===== src/sv/hibp_pkg.sv =====
// Shared types and constants for the interleaved Hamming bit packer.
// No dependencies; every other file of the block refers to this package.
`timescale 1ns / 1ps
`default_nettype none

package hibp_pkg;

  localparam int SPP_W   = 18;
  localparam int INDEX_W = 23;
  localparam int CFG_AW  = 3;

  localparam logic [SPP_W-1:0] SPP_RESET = 18'd16384;

  // Register index of the only configuration register.
  localparam logic REG_SYMBOLS_PER_PAGE = 1'b0;

  // Item kinds on the input channel.
  localparam logic OP_DATA  = 1'b0;
  localparam logic OP_FLUSH = 1'b1;

  // Parity masks; entry i covers the parity bit at position 16 >> i.
  localparam logic [31:0] PARITY_MASK [5] = '{
    32'hffff0000, 32'hff00ff00, 32'hf0f0f0f0, 32'hcccccccc, 32'haaaaaaaa
  };

  // Status of the data word buffer as seen by the serializer.
  typedef struct packed {
    logic avail;
    logic last;
  } word_stat_t;

endpackage

`default_nettype wire


===== src/sv/hibp_encode.sv =====
// Combinational extended Hamming encoder: data word in, codeword out.
// Depends on hibp_pkg for the parity masks.
`timescale 1ns / 1ps
`default_nettype none

module hibp_encode #(
  parameter int CODE_ORDER = 4
) (
  input  wire logic [(1 << CODE_ORDER) - CODE_ORDER - 2:0] data,
  output logic      [(1 << CODE_ORDER) - 1:0]              code
);

  localparam int CODE_BITS = 1 << CODE_ORDER;
  localparam int DATA_BITS = CODE_BITS - CODE_ORDER - 1;

  // Position of data bit j: the j-th position, counting up from 3, that is
  // not a power of two.
  function automatic int data_pos(input int j);
    int cnt;
    int res;
    cnt = -1;
    res = 0;
    for (int p = 3; p < 32; p++) begin
      if ((p & (p - 1)) != 0) begin
        cnt = cnt + 1;
        if (cnt == j) begin
          res = p;
          break;
        end
      end
    end
    return res;
  endfunction

  logic [CODE_BITS-1:0] spread;
  logic [CODE_BITS-1:0] with_par;

  genvar j, b;
  generate
    for (j = 0; j < CODE_BITS; j++) begin : g_clear
      if (j < 3 || (j & (j - 1)) == 0) begin : g_zero
        assign spread[j] = 1'b0;
      end
    end
    for (j = 0; j < DATA_BITS; j++) begin : g_data
      localparam int P = data_pos(j);
      assign spread[P] = data[j];
    end
    for (j = 0; j < CODE_BITS; j++) begin : g_copy
      if (j == 0 || (j & (j - 1)) != 0) begin : g_keep
        assign with_par[j] = spread[j];
      end
    end
    for (b = 0; b < CODE_ORDER; b++) begin : g_par
      localparam logic [31:0] M = hibp_pkg::PARITY_MASK[4-b];
      assign with_par[1 << b] = ^(spread & M[CODE_BITS-1:0]);
    end
  endgenerate

  // Overall parity at position 0 makes the whole codeword even.
  always_comb begin
    code    = with_par;
    code[0] = ^with_par[CODE_BITS-1:1];
  end

endmodule

`default_nettype wire


===== src/sv/hibp_gather.sv =====
// Input register, bit accumulator and two-entry data word buffer.
// Depends on hibp_pkg for the item kinds and the word buffer status type.
`timescale 1ns / 1ps
`default_nettype none

module hibp_gather #(
  parameter int CODE_ORDER = 4
) (
  input  wire logic                                           clk,
  input  wire logic                                           rst,
  input  wire logic                                           in_valid,
  output logic                                                in_ready,
  input  wire logic                                           in_op,
  input  wire logic [7:0]                                     in_byte,
  input  wire logic                                           pop,
  output hibp_pkg::word_stat_t                                stat,
  output logic      [(1 << CODE_ORDER) - CODE_ORDER - 2:0]    head_word
);

  localparam int CODE_BITS = 1 << CODE_ORDER;
  localparam int DATA_BITS = CODE_BITS - CODE_ORDER - 1;
  localparam int CNT_W     = $clog2(DATA_BITS + 1);

  logic                 a_valid;
  logic                 a_op;
  logic [7:0]           a_byte;
  logic [DATA_BITS-1:0] pend_bits;
  logic [CNT_W-1:0]     pend_cnt;
  logic [DATA_BITS-1:0] pend_bits_next;
  logic [CNT_W-1:0]     pend_cnt_next;
  logic [1:0]           n_words;
  logic [DATA_BITS-1:0] word0_next;
  logic [DATA_BITS-1:0] word1_next;
  logic [1:0]           b_cnt;
  logic [DATA_BITS-1:0] b_word0;
  logic [DATA_BITS-1:0] b_word1;
  logic                 b_free;
  logic                 a_move;

  // Shift the eight bits of a byte in, most significant first, cutting a
  // data word each time the accumulator fills. A flush pads with zeros.
  always_comb begin
    pend_bits_next = pend_bits;
    pend_cnt_next  = pend_cnt;
    n_words        = 2'd0;
    word0_next     = '0;
    word1_next     = '0;
    if (a_op == hibp_pkg::OP_DATA) begin
      for (int i = 7; i >= 0; i--) begin
        pend_bits_next = {pend_bits_next[DATA_BITS-2:0], a_byte[i]};
        pend_cnt_next  = pend_cnt_next + 1'b1;
        if (pend_cnt_next == CNT_W'(DATA_BITS)) begin
          if (n_words == 2'd0) begin
            word0_next = pend_bits_next;
          end else begin
            word1_next = pend_bits_next;
          end
          n_words        = n_words + 2'd1;
          pend_bits_next = '0;
          pend_cnt_next  = '0;
        end
      end
    end else if (pend_cnt != '0) begin
      word0_next     = pend_bits << (CNT_W'(DATA_BITS) - pend_cnt);
      n_words        = 2'd1;
      pend_bits_next = '0;
      pend_cnt_next  = '0;
    end
  end

  assign b_free   = (b_cnt == 2'd0) || ((b_cnt == 2'd1) && pop);
  assign a_move   = a_valid && ((n_words == 2'd0) || b_free);
  assign in_ready = !a_valid || a_move;

  always_ff @(posedge clk) begin
    if (rst) begin
      a_valid   <= 1'b0;
      pend_bits <= '0;
      pend_cnt  <= '0;
      b_cnt     <= 2'd0;
    end else begin
      if (in_ready) begin
        a_valid <= in_valid;
      end
      if (a_move) begin
        pend_bits <= pend_bits_next;
        pend_cnt  <= pend_cnt_next;
      end
      if (a_move && (n_words != 2'd0)) begin
        b_cnt <= n_words;
      end else if (pop) begin
        b_cnt <= b_cnt - 2'd1;
      end
    end
  end

  always_ff @(posedge clk) begin
    if (in_ready && in_valid) begin
      a_op   <= in_op;
      a_byte <= in_byte;
    end
    if (a_move && (n_words != 2'd0)) begin
      b_word0 <= word0_next;
      b_word1 <= word1_next;
    end else if (pop) begin
      b_word0 <= b_word1;
    end
  end

  assign stat.avail = (b_cnt != 2'd0);
  assign stat.last  = (b_cnt == 2'd1);
  assign head_word  = b_word0;

endmodule

`default_nettype wire


===== src/sv/hibp_serialize.sv =====
// Codeword serializer: sends one codeword bit per cycle while out_ready is high,
// with its interleaved channel index; keeps the symbol counter. Depends on hibp_pkg, hibp_encode.
`timescale 1ns / 1ps
`default_nettype none

module hibp_serialize #(
  parameter int CODE_ORDER = 4
) (
  input  wire logic                                           clk,
  input  wire logic                                           rst,
  input  wire logic [hibp_pkg::SPP_W-1:0]                     spp,
  input  wire hibp_pkg::word_stat_t                           stat,
  input  wire logic [(1 << CODE_ORDER) - CODE_ORDER - 2:0]    head_word,
  output logic                                                pop,
  output logic                                                out_valid,
  input  wire logic                                           out_ready,
  output logic                                                out_bit,
  output logic      [hibp_pkg::INDEX_W-1:0]                   out_index,
  output logic                                                out_new_page,
  output logic                                                out_last
);

  localparam int CODE_BITS = 1 << CODE_ORDER;

  logic [CODE_BITS-1:0]           code;
  logic [CODE_BITS-1:0]           s_word;
  logic [CODE_ORDER-1:0]          s_k;
  logic [hibp_pkg::INDEX_W-1:0]   s_idx;
  logic                           s_new_page;
  logic                           s_last_word;
  logic                           s_valid;
  logic [hibp_pkg::SPP_W-1:0]     symbol_number;
  logic [hibp_pkg::SPP_W-1:0]     sym_cur;
  logic                           s_done;

  hibp_encode #(
    .CODE_ORDER(CODE_ORDER)
  ) u_encode (
    .data (head_word),
    .code (code)
  );

  // A full page wraps the symbol number back to zero before the symbol goes out.
  assign sym_cur = (symbol_number >= spp) ? '0 : symbol_number;
  assign s_done  = s_valid && out_ready && (&s_k);
  assign pop     = stat.avail && (!s_valid || s_done);

  always_ff @(posedge clk) begin
    if (rst) begin
      s_valid       <= 1'b0;
      symbol_number <= '0;
    end else if (pop) begin
      s_valid       <= 1'b1;
      symbol_number <= sym_cur + 1'b1;
    end else if (s_done) begin
      s_valid <= 1'b0;
    end
  end

  always_ff @(posedge clk) begin
    if (pop) begin
      s_word      <= code;
      s_k         <= '0;
      s_idx       <= hibp_pkg::INDEX_W'(sym_cur);
      s_new_page  <= (sym_cur == '0);
      s_last_word <= stat.last;
    end else if (s_valid && out_ready) begin
      s_word     <= {s_word[CODE_BITS-2:0], 1'b0};
      s_k        <= s_k + 1'b1;
      s_idx      <= s_idx + hibp_pkg::INDEX_W'(spp);
      s_new_page <= 1'b0;
    end
  end

  assign out_valid    = s_valid;
  assign out_bit      = s_word[CODE_BITS-1];
  assign out_index    = s_idx;
  assign out_new_page = s_new_page;
  assign out_last     = s_last_word && (&s_k);

endmodule

`default_nettype wire


===== src/sv/hamming_interleaved_bit_packer.sv =====
// Interleaved extended Hamming bit packer: top level with the register port.
// Depends on hibp_pkg, hibp_gather, hibp_serialize and hibp_encode.
//
// Input items arrive on the s_ channel: s_tuser is the kind (data byte or
// flush) and s_tdata the payload byte. Bits are gathered most significant
// first; each full data word becomes a codeword of 2**CODE_ORDER bits.
// Result items leave on the m_ channel, one codeword bit per item, most
// significant bit first, with its interleaved channel index. m_tuser marks the
// first bit of the first symbol of a page; m_tlast marks the final result of
// an input item. A flush with bits pending sends one zero-padded codeword.
// The item completing a codeword passes the input register and the word buffer
// before the serializer register loads the codeword and puts its first bit on
// m_tdata. The output sends one bit per cycle while m_tready is high. The input
// keeps taking items while an input register and a two-word buffer have room.
// A stall on m_tready holds the current bit and backs up into s_tready.
// Reset empties the accumulator, clears the symbol counter, drops all queued
// words and sets symbols_per_page (byte address 0) to 16384.
`timescale 1ns / 1ps
`default_nettype none

module hamming_interleaved_bit_packer #(
  parameter int CODE_ORDER = 4
) (
  input  wire logic                          clk,
  input  wire logic                          rst,
  input  wire logic                          s_tvalid,
  output logic                               s_tready,
  input  wire logic [7:0]                    s_tdata,   // [7:0] data_byte
  input  wire logic                          s_tuser,   // [0] op
  output logic                               m_tvalid,
  input  wire logic                          m_tready,
  output logic      [23:0]                   m_tdata,   // [0] channel_bit, [23:1] channel_index
  output logic                               m_tuser,   // [0] new_page
  output logic                               m_tlast,
  input  wire logic                          psel,
  input  wire logic                          penable,
  input  wire logic                          pwrite,
  input  wire logic [hibp_pkg::CFG_AW-1:0]   paddr,
  input  wire logic [31:0]                   pwdata,
  output logic      [31:0]                   prdata,
  output logic                               pready
);

  localparam int DATA_BITS = (1 << CODE_ORDER) - CODE_ORDER - 1;

  logic [hibp_pkg::SPP_W-1:0]     symbols_per_page;
  hibp_pkg::word_stat_t           stat;
  logic [DATA_BITS-1:0]           head_word;
  logic                           pop;
  logic                           out_bit;
  logic [hibp_pkg::INDEX_W-1:0]   out_index;
  logic                           reg_sel;

  assign pready  = 1'b1;
  assign reg_sel = (paddr[2] == hibp_pkg::REG_SYMBOLS_PER_PAGE);

  always_ff @(posedge clk) begin
    if (rst) begin
      symbols_per_page <= hibp_pkg::SPP_RESET;
    end else if (psel && penable && pwrite && pready && reg_sel) begin
      symbols_per_page <= pwdata[hibp_pkg::SPP_W-1:0];
    end
  end

  assign prdata = reg_sel ? 32'(symbols_per_page) : 32'd0;

  hibp_gather #(
    .CODE_ORDER(CODE_ORDER)
  ) u_gather (
    .clk       (clk),
    .rst       (rst),
    .in_valid  (s_tvalid),
    .in_ready  (s_tready),
    .in_op     (s_tuser),
    .in_byte   (s_tdata),
    .pop       (pop),
    .stat      (stat),
    .head_word (head_word)
  );

  hibp_serialize #(
    .CODE_ORDER(CODE_ORDER)
  ) u_serialize (
    .clk          (clk),
    .rst          (rst),
    .spp          (symbols_per_page),
    .stat         (stat),
    .head_word    (head_word),
    .pop          (pop),
    .out_valid    (m_tvalid),
    .out_ready    (m_tready),
    .out_bit      (out_bit),
    .out_index    (out_index),
    .out_new_page (m_tuser),
    .out_last     (m_tlast)
  );

  assign m_tdata = {out_index, out_bit};

  // The first bit of a page always sits at channel index zero.
  a_page_index : assert property (@(posedge clk) disable iff (rst)
    (m_tvalid && m_tuser) |-> (m_tdata[23:1] == 23'd0))
    else $error("new page flagged on a nonzero channel index");

  // Codewords of one item leave without a gap until the last result.
  a_no_gap : assert property (@(posedge clk) disable iff (rst)
    (m_tvalid && m_tready && !m_tlast) |=> m_tvalid)
    else $error("result stream broke before the last result of an item");

  // Reset drops anything that was being sent.
  a_reset_empty : assert property (@(posedge clk)
    rst |=> !m_tvalid)
    else $error("result valid right after reset");

endmodule

`default_nettype wire


===== config.mk =====
export PLATFORM = sky130hd
export DESIGN_NAME = hamming_interleaved_bit_packer
export DESIGN_NICKNAME = d
export VERILOG_FILES = /design/src/sv/hibp_pkg.sv /design/src/sv/hibp_encode.sv /design/src/sv/hibp_gather.sv /design/src/sv/hibp_serialize.sv /design/src/sv/hamming_interleaved_bit_packer.sv
export SDC_FILE = /design/constraint.sdc
export NUM_CORES = 1
export LEC_CHECK = 0
export BUFFER_PORTS_ARGS = -buffer_cell sky130_fd_sc_hd__clkbuf_2
export CAP_MARGIN = 20
export CORE_ASPECT_RATIO = 0.9
export CORE_MARGIN = 2
export CORE_UTILIZATION = 35
export CTS_BUF_LIST = sky130_fd_sc_hd__clkbuf_8 sky130_fd_sc_hd__clkbuf_16
export CTS_CLUSTER_SIZE = 10
export DETAILED_ROUTE_END_ITERATION = 8
export SYNTH_ARGS = -nofsm -noshare
export SYNTH_HDL_FRONTEND = slang
export SYNTH_HIERARCHICAL = 1
export SYNTH_SLANG_ARGS = --single-unit

===== constraint.sdc =====
create_clock -name clk -period 9.21 [get_ports clk]
set_input_delay 1.842 -clock clk [delete_from_list [all_inputs] [get_ports clk]]
set_output_delay 1.842 -clock clk [all_outputs]
set_load 0.05 [all_outputs]

==> results of run 1 <==
==> logic make-up (layout without fill, tap and decap cells) <==
family / Yosys count / in the layout / share of synthesized area
DFF: 131 / 131 / 0.306
adders and majority gates: 55 / 55 / 0.0647
AOI/OAI and AO/OA: 337 / 337 / 0.225
xor gates and xnor gates: 44 / 44 / 0.0427
muxes: 63 / 63 / 0.0660
buffers and inverters: 150 / 176 / 0.0699
other: 2 / 15 / 0.000699
and+or+nand+nor: 465 / 465 / 0.224
==> path summary, 6_finish.rpt <==
check | startpoint | slack (ns) | to | cells after the start
worst max register to register | u_gather/pend_cnt[0] | 2.30 | u_gather/pend_bits[0] | 29
worst min-delay path | u_serialize/s_k[1] | 0.49 | u_serialize/s_k[1] | 2
worst max-delay path | u_gather/pend_cnt[0] | 0.68 | s_tready | 29
worst min register to register | u_serialize/s_k[1] | 0.49 | u_serialize/s_k[1] | 2
==> synthesized netlist by cell type, types with 20 or more instances <==
library cell | n | area share
sky130_fd_sc_hd__a211oi_1 | 20 | 0.014
sky130_fd_sc_hd__a21oi_1 | 62 | 0.029
sky130_fd_sc_hd__a31oi_1 | 22 | 0.013
sky130_fd_sc_hd__buf_4 | 29 | 0.020
sky130_fd_sc_hd__clkbuf_1 | 49 | 0.017
sky130_fd_sc_hd__dfxtp_1 | 64 | 0.12
sky130_fd_sc_hd__edfxtp_1 | 67 | 0.19
sky130_fd_sc_hd__ha_1 | 54 | 0.063
sky130_fd_sc_hd__inv_1 | 43 | 0.015
sky130_fd_sc_hd__mux2i_1 | 41 | 0.038
sky130_fd_sc_hd__nand2_1 | 160 | 0.056
sky130_fd_sc_hd__nand2b_1 | 50 | 0.029
sky130_fd_sc_hd__nand3_1 | 38 | 0.018
sky130_fd_sc_hd__nor2_1 | 62 | 0.022
sky130_fd_sc_hd__nor2b_1 | 22 | 0.013
sky130_fd_sc_hd__nor3_1 | 24 | 0.011
sky130_fd_sc_hd__o21ai_0 | 53 | 0.025
sky130_fd_sc_hd__xnor2_1 | 26 | 0.021
==> cell type report <==
| class | instances | area [µm²] | share of cell area |
|---|---|---|---|
| Clock buffer | 17 | 425 | 0.0357 |
| Clock inverter | 15 | 165 | 0.0139 |
| Inverter | 46 | 173 | 0.0145 |
| Multi-Input combinational cell | 979 | 6770 | 0.569 |
| Sequential cell | 131 | 3300 | 0.277 |
| Tap cell | 403 | 504 | 0.0423 |
| Timing Repair Buffer | 98 | 568 | 0.0477 |
==> power by group through the flow <==
| stage | registers (W) | logic (W) | clock network [W] |
|---|---|---|---|
| 2_1_floorplan | 0.00106 | 0.000852 | 0 |
| 3_3_place_gp | 0.000933 | 0.00122 | 0 |
| 3_5_place_dp | 0.000934 | 0.00123 | 0 |
| 4_1_cts | 0.000923 | 0.00124 | 0.000712 |
| 5_1_grt | 0.000940 | 0.00136 | 0.000735 |
| 6_report | 0.000921 | 0.00124 | 0.000695 |
==> registers in the layout, summed over array words and instances (netlist names) <==
name                       flops
u_gather/a_op                  1
u_gather/pend_bits            11
u_serialize/out_index         23
symbols_per_page              18
u_gather/a_byte                8
u_serialize/s_word            16
u_serialize/s_k                4
u_gather/pend_cnt              4
u_gather/head_word            11
u_gather/a_valid               1
u_gather/b_cnt                 2
u_serialize/symbol_number     18
u_serialize/s_last_word        1
u_serialize/out_new_page       1
u_serialize/out_valid          1
u_gather/b_word1              11
==> routing by layer <==
metal | part of all wire | global-route usage
met1 | 0.45 | 0.262
met4 | 0.022 | 0.0622
met5 | 0 | 0
met2 | 0.46 | 0.312
met3 | 0.068 | 0.0313
==> repair_timing <==
| item | CTS | global route |
|---|---|---|
| resized for setup | 0 | 6 |
| hold buffers | 0 | 0 |
| setup endpoints to repair | 0 | 1 |
==> through the flow <==
step	total power, W	std cells	worst slack (ns)	hold slack (ns)
floorplan	0.00191	1260	1.07	0.449
global placement	0.00216	1655	0.765	0.463
detailed placement	0.00217	1655	0.688	0.478
CTS	0.00287	1687	0.208	0.487
global route	0.00304	1689	0.0552	0.520
finish	0.00286	1689	0.678	0.490
==> tightest hold or removal path, cell delays in order (launching register included) <==
cell and delay [ns]:
sky130_fd_sc_hd__dfxtp_1 0.33, sky130_fd_sc_hd__nand2_1 0.06, sky130_fd_sc_hd__a21oi_1 0.06
==> results.ini, run 1 <==
[clock_tree]
tritoncts_buffers = 17
number_of_post_cts_setup_repair_buffers = 0
cts_tree = done
clockRootBuffer = sky130_fd_sc_hd__clkbuf_16
clock_latency_ns = 0.43
count_of_clock_tree_sinks = 131
number_of_levels_the_h_tree_was_split_into = 4
clk_pin_slew_worst_paths_ns = 0.06
clockBufferDepth = 2

[global_routing]
grt_max_degree = 84
grt_first_pass_wirelength_um = 49400
number_of_antenna_violations_at_the_first_check_in_global_routing = 0
grt_overflow_total = 0
first_global_vias = 8978
overall_global_routing_resource_usage = 0.192

[power]
power.switching_fraction = 0.417
powerDensity_nw_per_um2 = 240
comb_power_share = 0.434
p_leak_nw = 4.56
cellInternalPower_w = 0.00167
power.switching_w = 0.00119
ir_drop_mv = 0.149
sequentialPowerShare = 0.322
clkPwrFrac = 0.243

[detailed_routing]
route.detailed.drc = 0
final_antenna_net_count = 0
post_drt_via_cell_ratio = 5.74
via_count = 9702
totalWireLength_um = 30600
detail_route.first_pass.iterations = 8
drt-wirelength-per-cell_um = 18.1
drt_first_iter_violations = 1039

[final_layout]
layout_common_cells = 160 x sky130_fd_sc_hd__nand2_1, 79 x sky130_fd_sc_hd__clkbuf_2, 67 x sky130_fd_sc_hd__edfxtp_1
fin_nets = 1379
fill_cells = 3037
n_antenna_cell = 0
most_frequent_standard_cell_in_the_layout_excluding_fill_and_tap_cells = sky130_fd_sc_hd__nand2_1
finish.instance_area_um2 = 11900
area_growth_syn_to_layout_pct = 10.8
post-route-util = 0.397
post_route_cells_drive_above_1_share = 0.152

[place]
place_congestion = 0.925
place.port_buffers = 80
placed_area_um2 = 11300
dp_hpwl_um = 22100

[floorplan]
core_um2 = 30000
die_area_um2 = 32100
floorplan.die.height_um = 170
die_w_um = 189
num_rows = 60
pin_count = 112
initial_core_utilization = 0.358

[timing]
max_slew_margin = 0.297
tightestPinTransition_ns = 1.05
setup-violations-final = 0
slew_viol_final = 0
fin_setup_tns_ns = 0
post-route-min-period_ns = 8.53
rsz_0062_raised_after_global_routing = no
timing.fmax_mhz = 117
timing.clock.skew_ns = 0.00834
finalHoldViolCount = 0
fin_crit_sh = 0.926

[flow_run]
max_cap_viol_count = 0

[synth]
synthesized_area_per_cell_um2 = 8.62
ys_warn_count = 6
synth_area_um2 = 10800
number_of_synthesized_register_bits = 131
ys_dominant_reg_cell = sky130_fd_sc_hd__edfxtp_1
async_reset_ff_frac = 0
netlist_instances = 1247
synth_sequential_area_ratio = 0.306
synth_edf_count = 67
synth_cell_type_count = 104

[status]
run_status = finished clean

[worst_setup_path]
cp_capture_type = primary output
timing.critical_path.required_ns = 7.37
path_delay_family = compound AO/OA/AOI/OAI gates
worst_setup_path_start_kind = register
critical_path_class = register to primary output
slowest_delay_ns = 0.41
path_common_cell = sky130_fd_sc_hd__ha_1
arrival_ns = 6.69
critPathBufInv = 4
cp_slowest_cell = sky130_fd_sc_hd__dfxtp_4
critical_path.max_fanout = 16

[worst_hold_path]
worstHoldPathType = register to register

Note: power is estimated with default switching activity, not from simulation.
==> inputs of run 2 (changes only) <==
CORE_ASPECT_RATIO = 1.25   (was 0.9)
==> run 2 against run 1 <==
Against the previous run:
- combinational power barely moved
- sequential cell count is the same
- critical path depth did not move
- first-iteration DRC count decreased by 2.2%
- clock skew is 0.0036 ns higher
- setup slack got worse by 0.16 ns
- largest power group unchanged
==> results.ini, run 2 (same netlist as run 1, synthesis figures left out) <==
[worst_setup_path]
critical_path_class = register to primary output
critical_path.max_fanout = 17  ; +1
arrival_ns = 6.85  ; +0.16 ns
path_common_cell = sky130_fd_sc_hd__ha_1
cp_slowest_cell = sky130_fd_sc_hd__ha_1
timing.critical_path.required_ns = 7.37  ; about the same
slowest_delay_ns = 0.56  ; +0.15 ns
cp_capture_type = primary output
worst_setup_path_start_kind = register

[floorplan]
core_um2 = 30200  ; +0.58%
die_area_um2 = 32100  ; about the same
initial_core_utilization = 0.356  ; -0.00208
num_rows = 71  ; +18%
floorplan.die.height_um = 200  ; +17%
pin_count = 112  ; unchanged
die_w_um = 161  ; -15%

[clock_tree]
clockRootBuffer = sky130_fd_sc_hd__clkbuf_16
number_of_levels_the_h_tree_was_split_into = 4  ; unchanged
cts_repair_resizes = 0  ; unchanged
clock_latency_ns = 0.43  ; about the same
cts_tree = done
count_of_clock_tree_sinks = 131  ; unchanged
clk_pin_slew_worst_paths_ns = 0.06  ; about the same
tritoncts_buffers = 17  ; unchanged
clockBufferDepth = 2  ; unchanged
post_cts_hold_buffer_count = 0  ; unchanged
number_of_post_cts_setup_repair_buffers = 0  ; unchanged

[timing]
timing.clock.skew_ns = 0.0119  ; +0.00356 ns
fin_crit_sh = 0.943  ; +0.0169
finalHoldViolCount = 0  ; unchanged
max_slew_margin = 0.288  ; -0.00882
setup-violations-final = 0  ; unchanged
tightestPinTransition_ns = 1.07  ; +0.0181 ns
finalHoldWorstSlack_ns = 0.473  ; -0.0169 ns
fin_setup_tns_ns = 0  ; unchanged
rsz_0062_raised_after_global_routing = no
post-route-min-period_ns = 8.69  ; +0.155 ns
timing.fmax_mhz = 115  ; -1.8%
slew_viol_final = 0  ; unchanged

[detailed_routing]
detail_route.first_pass.iterations = 6  ; -2
drt-wirelength-per-cell_um = 18.1  ; +0.11%
drt_first_iter_violations = 1016  ; -2.2%
totalWireLength_um = 30500  ; -0.12%
final_antenna_net_count = 0  ; unchanged
route.detailed.drc = 0  ; unchanged
via_count = 9609  ; -0.96%
post_drt_via_cell_ratio = 5.70  ; -0.72%

[power]
p_total_w = 0.00283  ; -0.90%
sequentialPowerShare = 0.326  ; +0.004
ir_drop_mv = 0.134  ; -10%
p_leak_nw = 4.53  ; -0.75%
cellInternalPower_w = 0.00164  ; -1.3%
powerDensity_nw_per_um2 = 239  ; -0.42%
power.switching_fraction = 0.419  ; +0.00224
comb_power_share = 0.436  ; +0.002
clkPwrFrac = 0.239  ; -0.004
power.switching_w = 0.00119  ; -0.37%

[place]
placed_area_um2 = 11300  ; about the same
place.port_buffers = 80  ; unchanged
dp_hpwl_um = 22500  ; +1.8%
place_congestion = 0.945  ; +2.2%

[global_routing]
number_of_antenna_violations_at_the_first_check_in_global_routing = 0  ; unchanged
first_global_vias = 9065  ; +0.97%
grt_first_pass_wirelength_um = 48200  ; -2.4%
grt_max_degree = 84  ; unchanged
overall_global_routing_resource_usage = 0.189  ; -0.00362
grt_overflow_total = 0  ; unchanged

[flow_run]
max_cap_viol_count = 0  ; unchanged

[final_layout]
most_frequent_standard_cell_in_the_layout_excluding_fill_and_tap_cells = sky130_fd_sc_hd__nand2_1
post_route_cells_drive_above_1_share = 0.148  ; -0.00444
finish.instance_area_um2 = 11800  ; -0.48%
area_growth_syn_to_layout_pct = 10.2
post-route-util = 0.392  ; -0.00421
n_antenna_cell = 0  ; unchanged
largest_register_ffs = 23  ; unchanged
layout_common_cells = 160 x sky130_fd_sc_hd__nand2_1, 79 x sky130_fd_sc_hd__clkbuf_2, 67 x sky130_fd_sc_hd__edfxtp_1
fin_nets = 1377  ; -0.15%

[worst_hold_path]
worstHoldPathType = register to register

[status]
run_status = finished clean

[run 2: cell count changes in the layout (fill, tap and decap cells not counted), sizes merged]
cell,delta
bufinv,-1
clkinvlp,+3
buf,-1
inv,-2
clkinv,-1
[run 2: final cells by class]
class / instances / area, µm²
multi-input combinational: 979 / 6770
fill: 3119 / 18400
sequential: 131 / 3290
tap: 401 / 502
inverter: 46 / 173
clock buffer: 18 / 439
timing repair buffer: 96 / 536
clock inverter: 14 / 140
[run 2: worst paths after layout]
check	from	end	slack [ns]	cells past startpoint
setup / recovery	u_gather/pend_cnt[0]	s_tready	0.52	29
hold / removal	u_serialize/out_index[22]	u_serialize/out_index[22]	0.47	2
setup reg to reg	u_gather/pend_cnt[0]	u_gather/pend_cnt[1]	2.11	29
hold reg to reg	u_serialize/out_index[22]	u_serialize/out_index[22]	0.47	2
[run 2: per-stage QoR]
step | cells | setup WS, ns
2_1_floorplan | 1260 | 1.07
3_3_place_gp | 1653 | 1.02
3_5_place_dp | 1653 | 0.978
4_1_cts | 1685 | 0.477
5_1_grt | 1685 | 0.0168
6_report | 1685 | 0.523
[run 2: per-layer routing]
layer  GRT usage  share of wire  vias to the layer above
met5           0              0                        -
met4      0.0933          0.041                        0
met3      0.0269          0.047                       72
met2       0.335           0.49                      334
met1       0.225           0.42                     4546
li1            -              -                     4657
[run 2: power groups by stage]
stage | Clock, W | Combinational (W) | Sequential (W)
global placement | 0 | 0.00122 | 0.000932
floorplan | 0 | 0.000852 | 0.00106
detailed placement | 0 | 0.00123 | 0.000933
CTS | 0.000693 | 0.00124 | 0.000922
finish | 0.000676 | 0.00123 | 0.000922
global route | 0.000715 | 0.00136 | 0.000937
[run 2: critical path, delay by kind of cell, from the launching register on]
kind | cells | cell delay, ns
buffers and inverters | 4 | 0.60
adder cells (fa/ha/maj) | 7 | 2.13
AND/OR/NAND/NOR | 5 | 0.69
AO/OA/AOI/OAI | 10 | 2.10
XOR/XNOR | 1 | 0.21
flip-flops | 1 | 0.36
multiplexers | 2 | 0.33
==> inputs of run 3 (changes only) <==
SLEW_MARGIN = 20   (was unset)
clock period = 7.3 ns   (was 9.21 ns; I/O delays follow)
==> run 3 against run 2 <==
Against the previous run:
- sequential power increased by 26%
- via count grew 5.9%
- clock power is 51% higher
- sequential share of layout area fell by 2.4 points
- count of clock-buffer cells in the layout increased by 1
- sequential cell count unchanged
- setup slack lost 0.41 ns
- die area unchanged
- critical path type is now register to register
- highest routed layer unchanged
==> results.ini, run 3 (same netlist as run 1, synthesis figures left out) <==
[status]
run_status = finished clean

[worst_setup_path]
ff2ff_path_depth = 51  ; +76%
worst_setup_path_start_kind = register
arrival_ns = 7.36  ; +0.51 ns
path_common_cell = sky130_fd_sc_hd__buf_4
timing.critical_path.required_ns = 7.47  ; +0.10 ns
critical_path_class = register to register
slowest_delay_ns = 0.41  ; -0.15 ns
cp_capture_type = register
critical_path.max_fanout = 4  ; -13
cp_slowest_cell = sky130_fd_sc_hd__dfxtp_4

[floorplan]
die_area_um2 = 32100  ; unchanged
pin_count = 112  ; unchanged
die_w_um = 161  ; unchanged
floorplan.die.height_um = 200  ; unchanged
initial_core_utilization = 0.356  ; unchanged
core_um2 = 30200  ; unchanged
num_rows = 71  ; unchanged

[worst_hold_path]
min_path_cells = 2  ; unchanged
worstHoldPathType = register to register

[clock_tree]
tritoncts_buffers = 17  ; unchanged
clockBufferDepth = 2  ; unchanged
cts_tree = done
clockRootBuffer = sky130_fd_sc_hd__clkbuf_16
clock_latency_ns = 0.42  ; about the same
count_of_clock_tree_sinks = 131  ; unchanged
number_of_levels_the_h_tree_was_split_into = 4  ; unchanged
post_cts_hold_buffer_count = 0  ; unchanged
clk_pin_slew_worst_paths_ns = 0.07  ; about the same

[place]
placed_area_um2 = 11600  ; +2.8%
dp_hpwl_um = 23200  ; +2.8%
place.port_buffers = 80  ; unchanged
place_congestion = 0.957  ; +1.2%

[detailed_routing]
detail_route.first_pass.iterations = 6  ; unchanged
drt-wirelength-per-cell_um = 18.5  ; +2.1%
totalWireLength_um = 32900  ; +7.5%
route.detailed.drc = 0  ; unchanged
final_antenna_net_count = 0  ; unchanged
via_count = 10200  ; +5.9%
post_drt_via_cell_ratio = 5.73  ; +0.54%
drt_first_iter_violations = 1003  ; -1.3%

[final_layout]
fill_cells = 2994  ; -4.0%
layout_common_cells = 159 x sky130_fd_sc_hd__nand2_1, 103 x sky130_fd_sc_hd__buf_4, 79 x sky130_fd_sc_hd__clkbuf_2
largest_register_ffs = 23  ; unchanged
finish.instance_area_um2 = 13000  ; +9.7%
most_frequent_standard_cell_in_the_layout_excluding_fill_and_tap_cells = sky130_fd_sc_hd__nand2_1
n_antenna_cell = 0  ; unchanged
post_route_cells_drive_above_1_share = 0.237  ; +0.0893
fin_nets = 1467  ; +6.5%
area_growth_syn_to_layout_pct = 20.9

[power]
ir_drop_mv = 0.171  ; +28%
p_leak_nw = 5.07  ; +12%
powerDensity_nw_per_um2 = 294  ; +23%

[global_routing]
grt_first_pass_wirelength_um = 52000  ; +7.9%
grt_max_degree = 84  ; unchanged
first_global_vias = 9790  ; +8.0%
grt_overflow_total = 0  ; unchanged
number_of_antenna_violations_at_the_first_check_in_global_routing = 0  ; unchanged
overall_global_routing_resource_usage = 0.201  ; +0.0124

[timing]
slew_viol_final = 0  ; unchanged
fin_setup_tns_ns = 0  ; unchanged
setup-violations-final = 0  ; unchanged
post-route-min-period_ns = 7.19
timing.fmax_mhz = 139
timing.clock.skew_ns = 0.0123  ; +0.000402 ns
fin_crit_sh = 0.985
finalHoldViolCount = 0  ; unchanged
max_slew_margin = 0.238  ; -0.0504
tightestPinTransition_ns = 1.14  ; +0.0702 ns

[flow_run]
max_cap_viol_count = 0  ; unchanged

==> run 3: changes by cell type in the layout (fill, tap and decap cells not counted), sizes merged <==
cell      change
inv           +2
clkbuf        +1
clkinvlp      -3
bufinv        +3
buf          +90
clkinv        -3
==> run 3: metal layers <==
| layer | track usage | vias up | wire length, µm |
|---|---|---|---|
| met5 | 0 | - | 0 |
| met4 | 0.0936 | 0 | 1400 |
| met3 | 0.0300 | 93 | 1560 |
| met2 | 0.355 | 366 | 16000 |
| met1 | 0.243 | 4873 | 13900 |
| li1 | - | 4845 | - |
==> run 3: stage by stage <==
stage / hold slack [ns] / cells / setup WS, ns / utilization / power, W
final: 0.474 / 1775 / 0.109 / 0.430 / 0.00382
after global routing: 0.507 / 1775 / -0.0136 / 0.430 / 0.00405
after CTS: 0.477 / 1767 / 0.0246 / 0.421 / 0.00381
after detailed placement: 0.463 / 1694 / 0.0103 / 0.384 / 0.00277
after global placement: 0.451 / 1694 / 0.139 / 0.384 / 0.00275
after floorplan: 0.449 / 1260 / 0.00465 / - / 0.00242
==> run 3: path summary, 6_finish.rpt <==
path | from | endpoint | slack, ns
worst max-delay path | u_gather/pend_cnt[0] | u_gather/head_word[4] | 0.11
worst min-delay path | u_serialize/out_index[22] | u_serialize/out_index[22] | 0.47
worst max register to register | u_gather/pend_cnt[0] | u_gather/head_word[4] | 0.11
worst min register to register | u_serialize/out_index[22] | u_serialize/out_index[22] | 0.47
==> run 3: worst max-delay path: cells and delay by family, from the launching register on <==
family / cells / cell delay, ns
DFF: 1 / 0.41
adders and majority gates: 1 / 0.30
and+or+nand+nor: 6 / 0.70
muxes: 2 / 0.53
AOI/OAI and AO/OA: 3 / 0.34
buffers and inverters: 39 / 4.67
==> run 3: final cells by class <==
| cell class | count | area [µm²] | area share |
|---|---|---|---|
| timing repair buffer | 186 | 1230 | 0.0947 |
| multi-input combinational | 979 | 7090 | 0.545 |
| clock buffer | 19 | 475 | 0.0366 |
| sequential | 131 | 3300 | 0.254 |
| tap | 401 | 502 | 0.0386 |
| inverter | 46 | 178 | 0.0137 |
| clock inverter | 13 | 216 | 0.0167 |
==> run 3: timing repair <==
item                                    4_1_cts  5_1_grt
endpoints found under the setup margin        1        6
resized for setup                            25       43
setup buffers                                41        9
pin swaps                                     7       20
==> run 3: power breakdown <==
part | leakage [nW] | internal, W | total (W) | switching (W)
sequential | 1.17 | 0.00103 | 0.00116 | 0.000122
clock | 0.333 | 0.000654 | 0.00102 | 0.000367
combinational | 3.57 | 0.000576 | 0.00164 | 0.00107
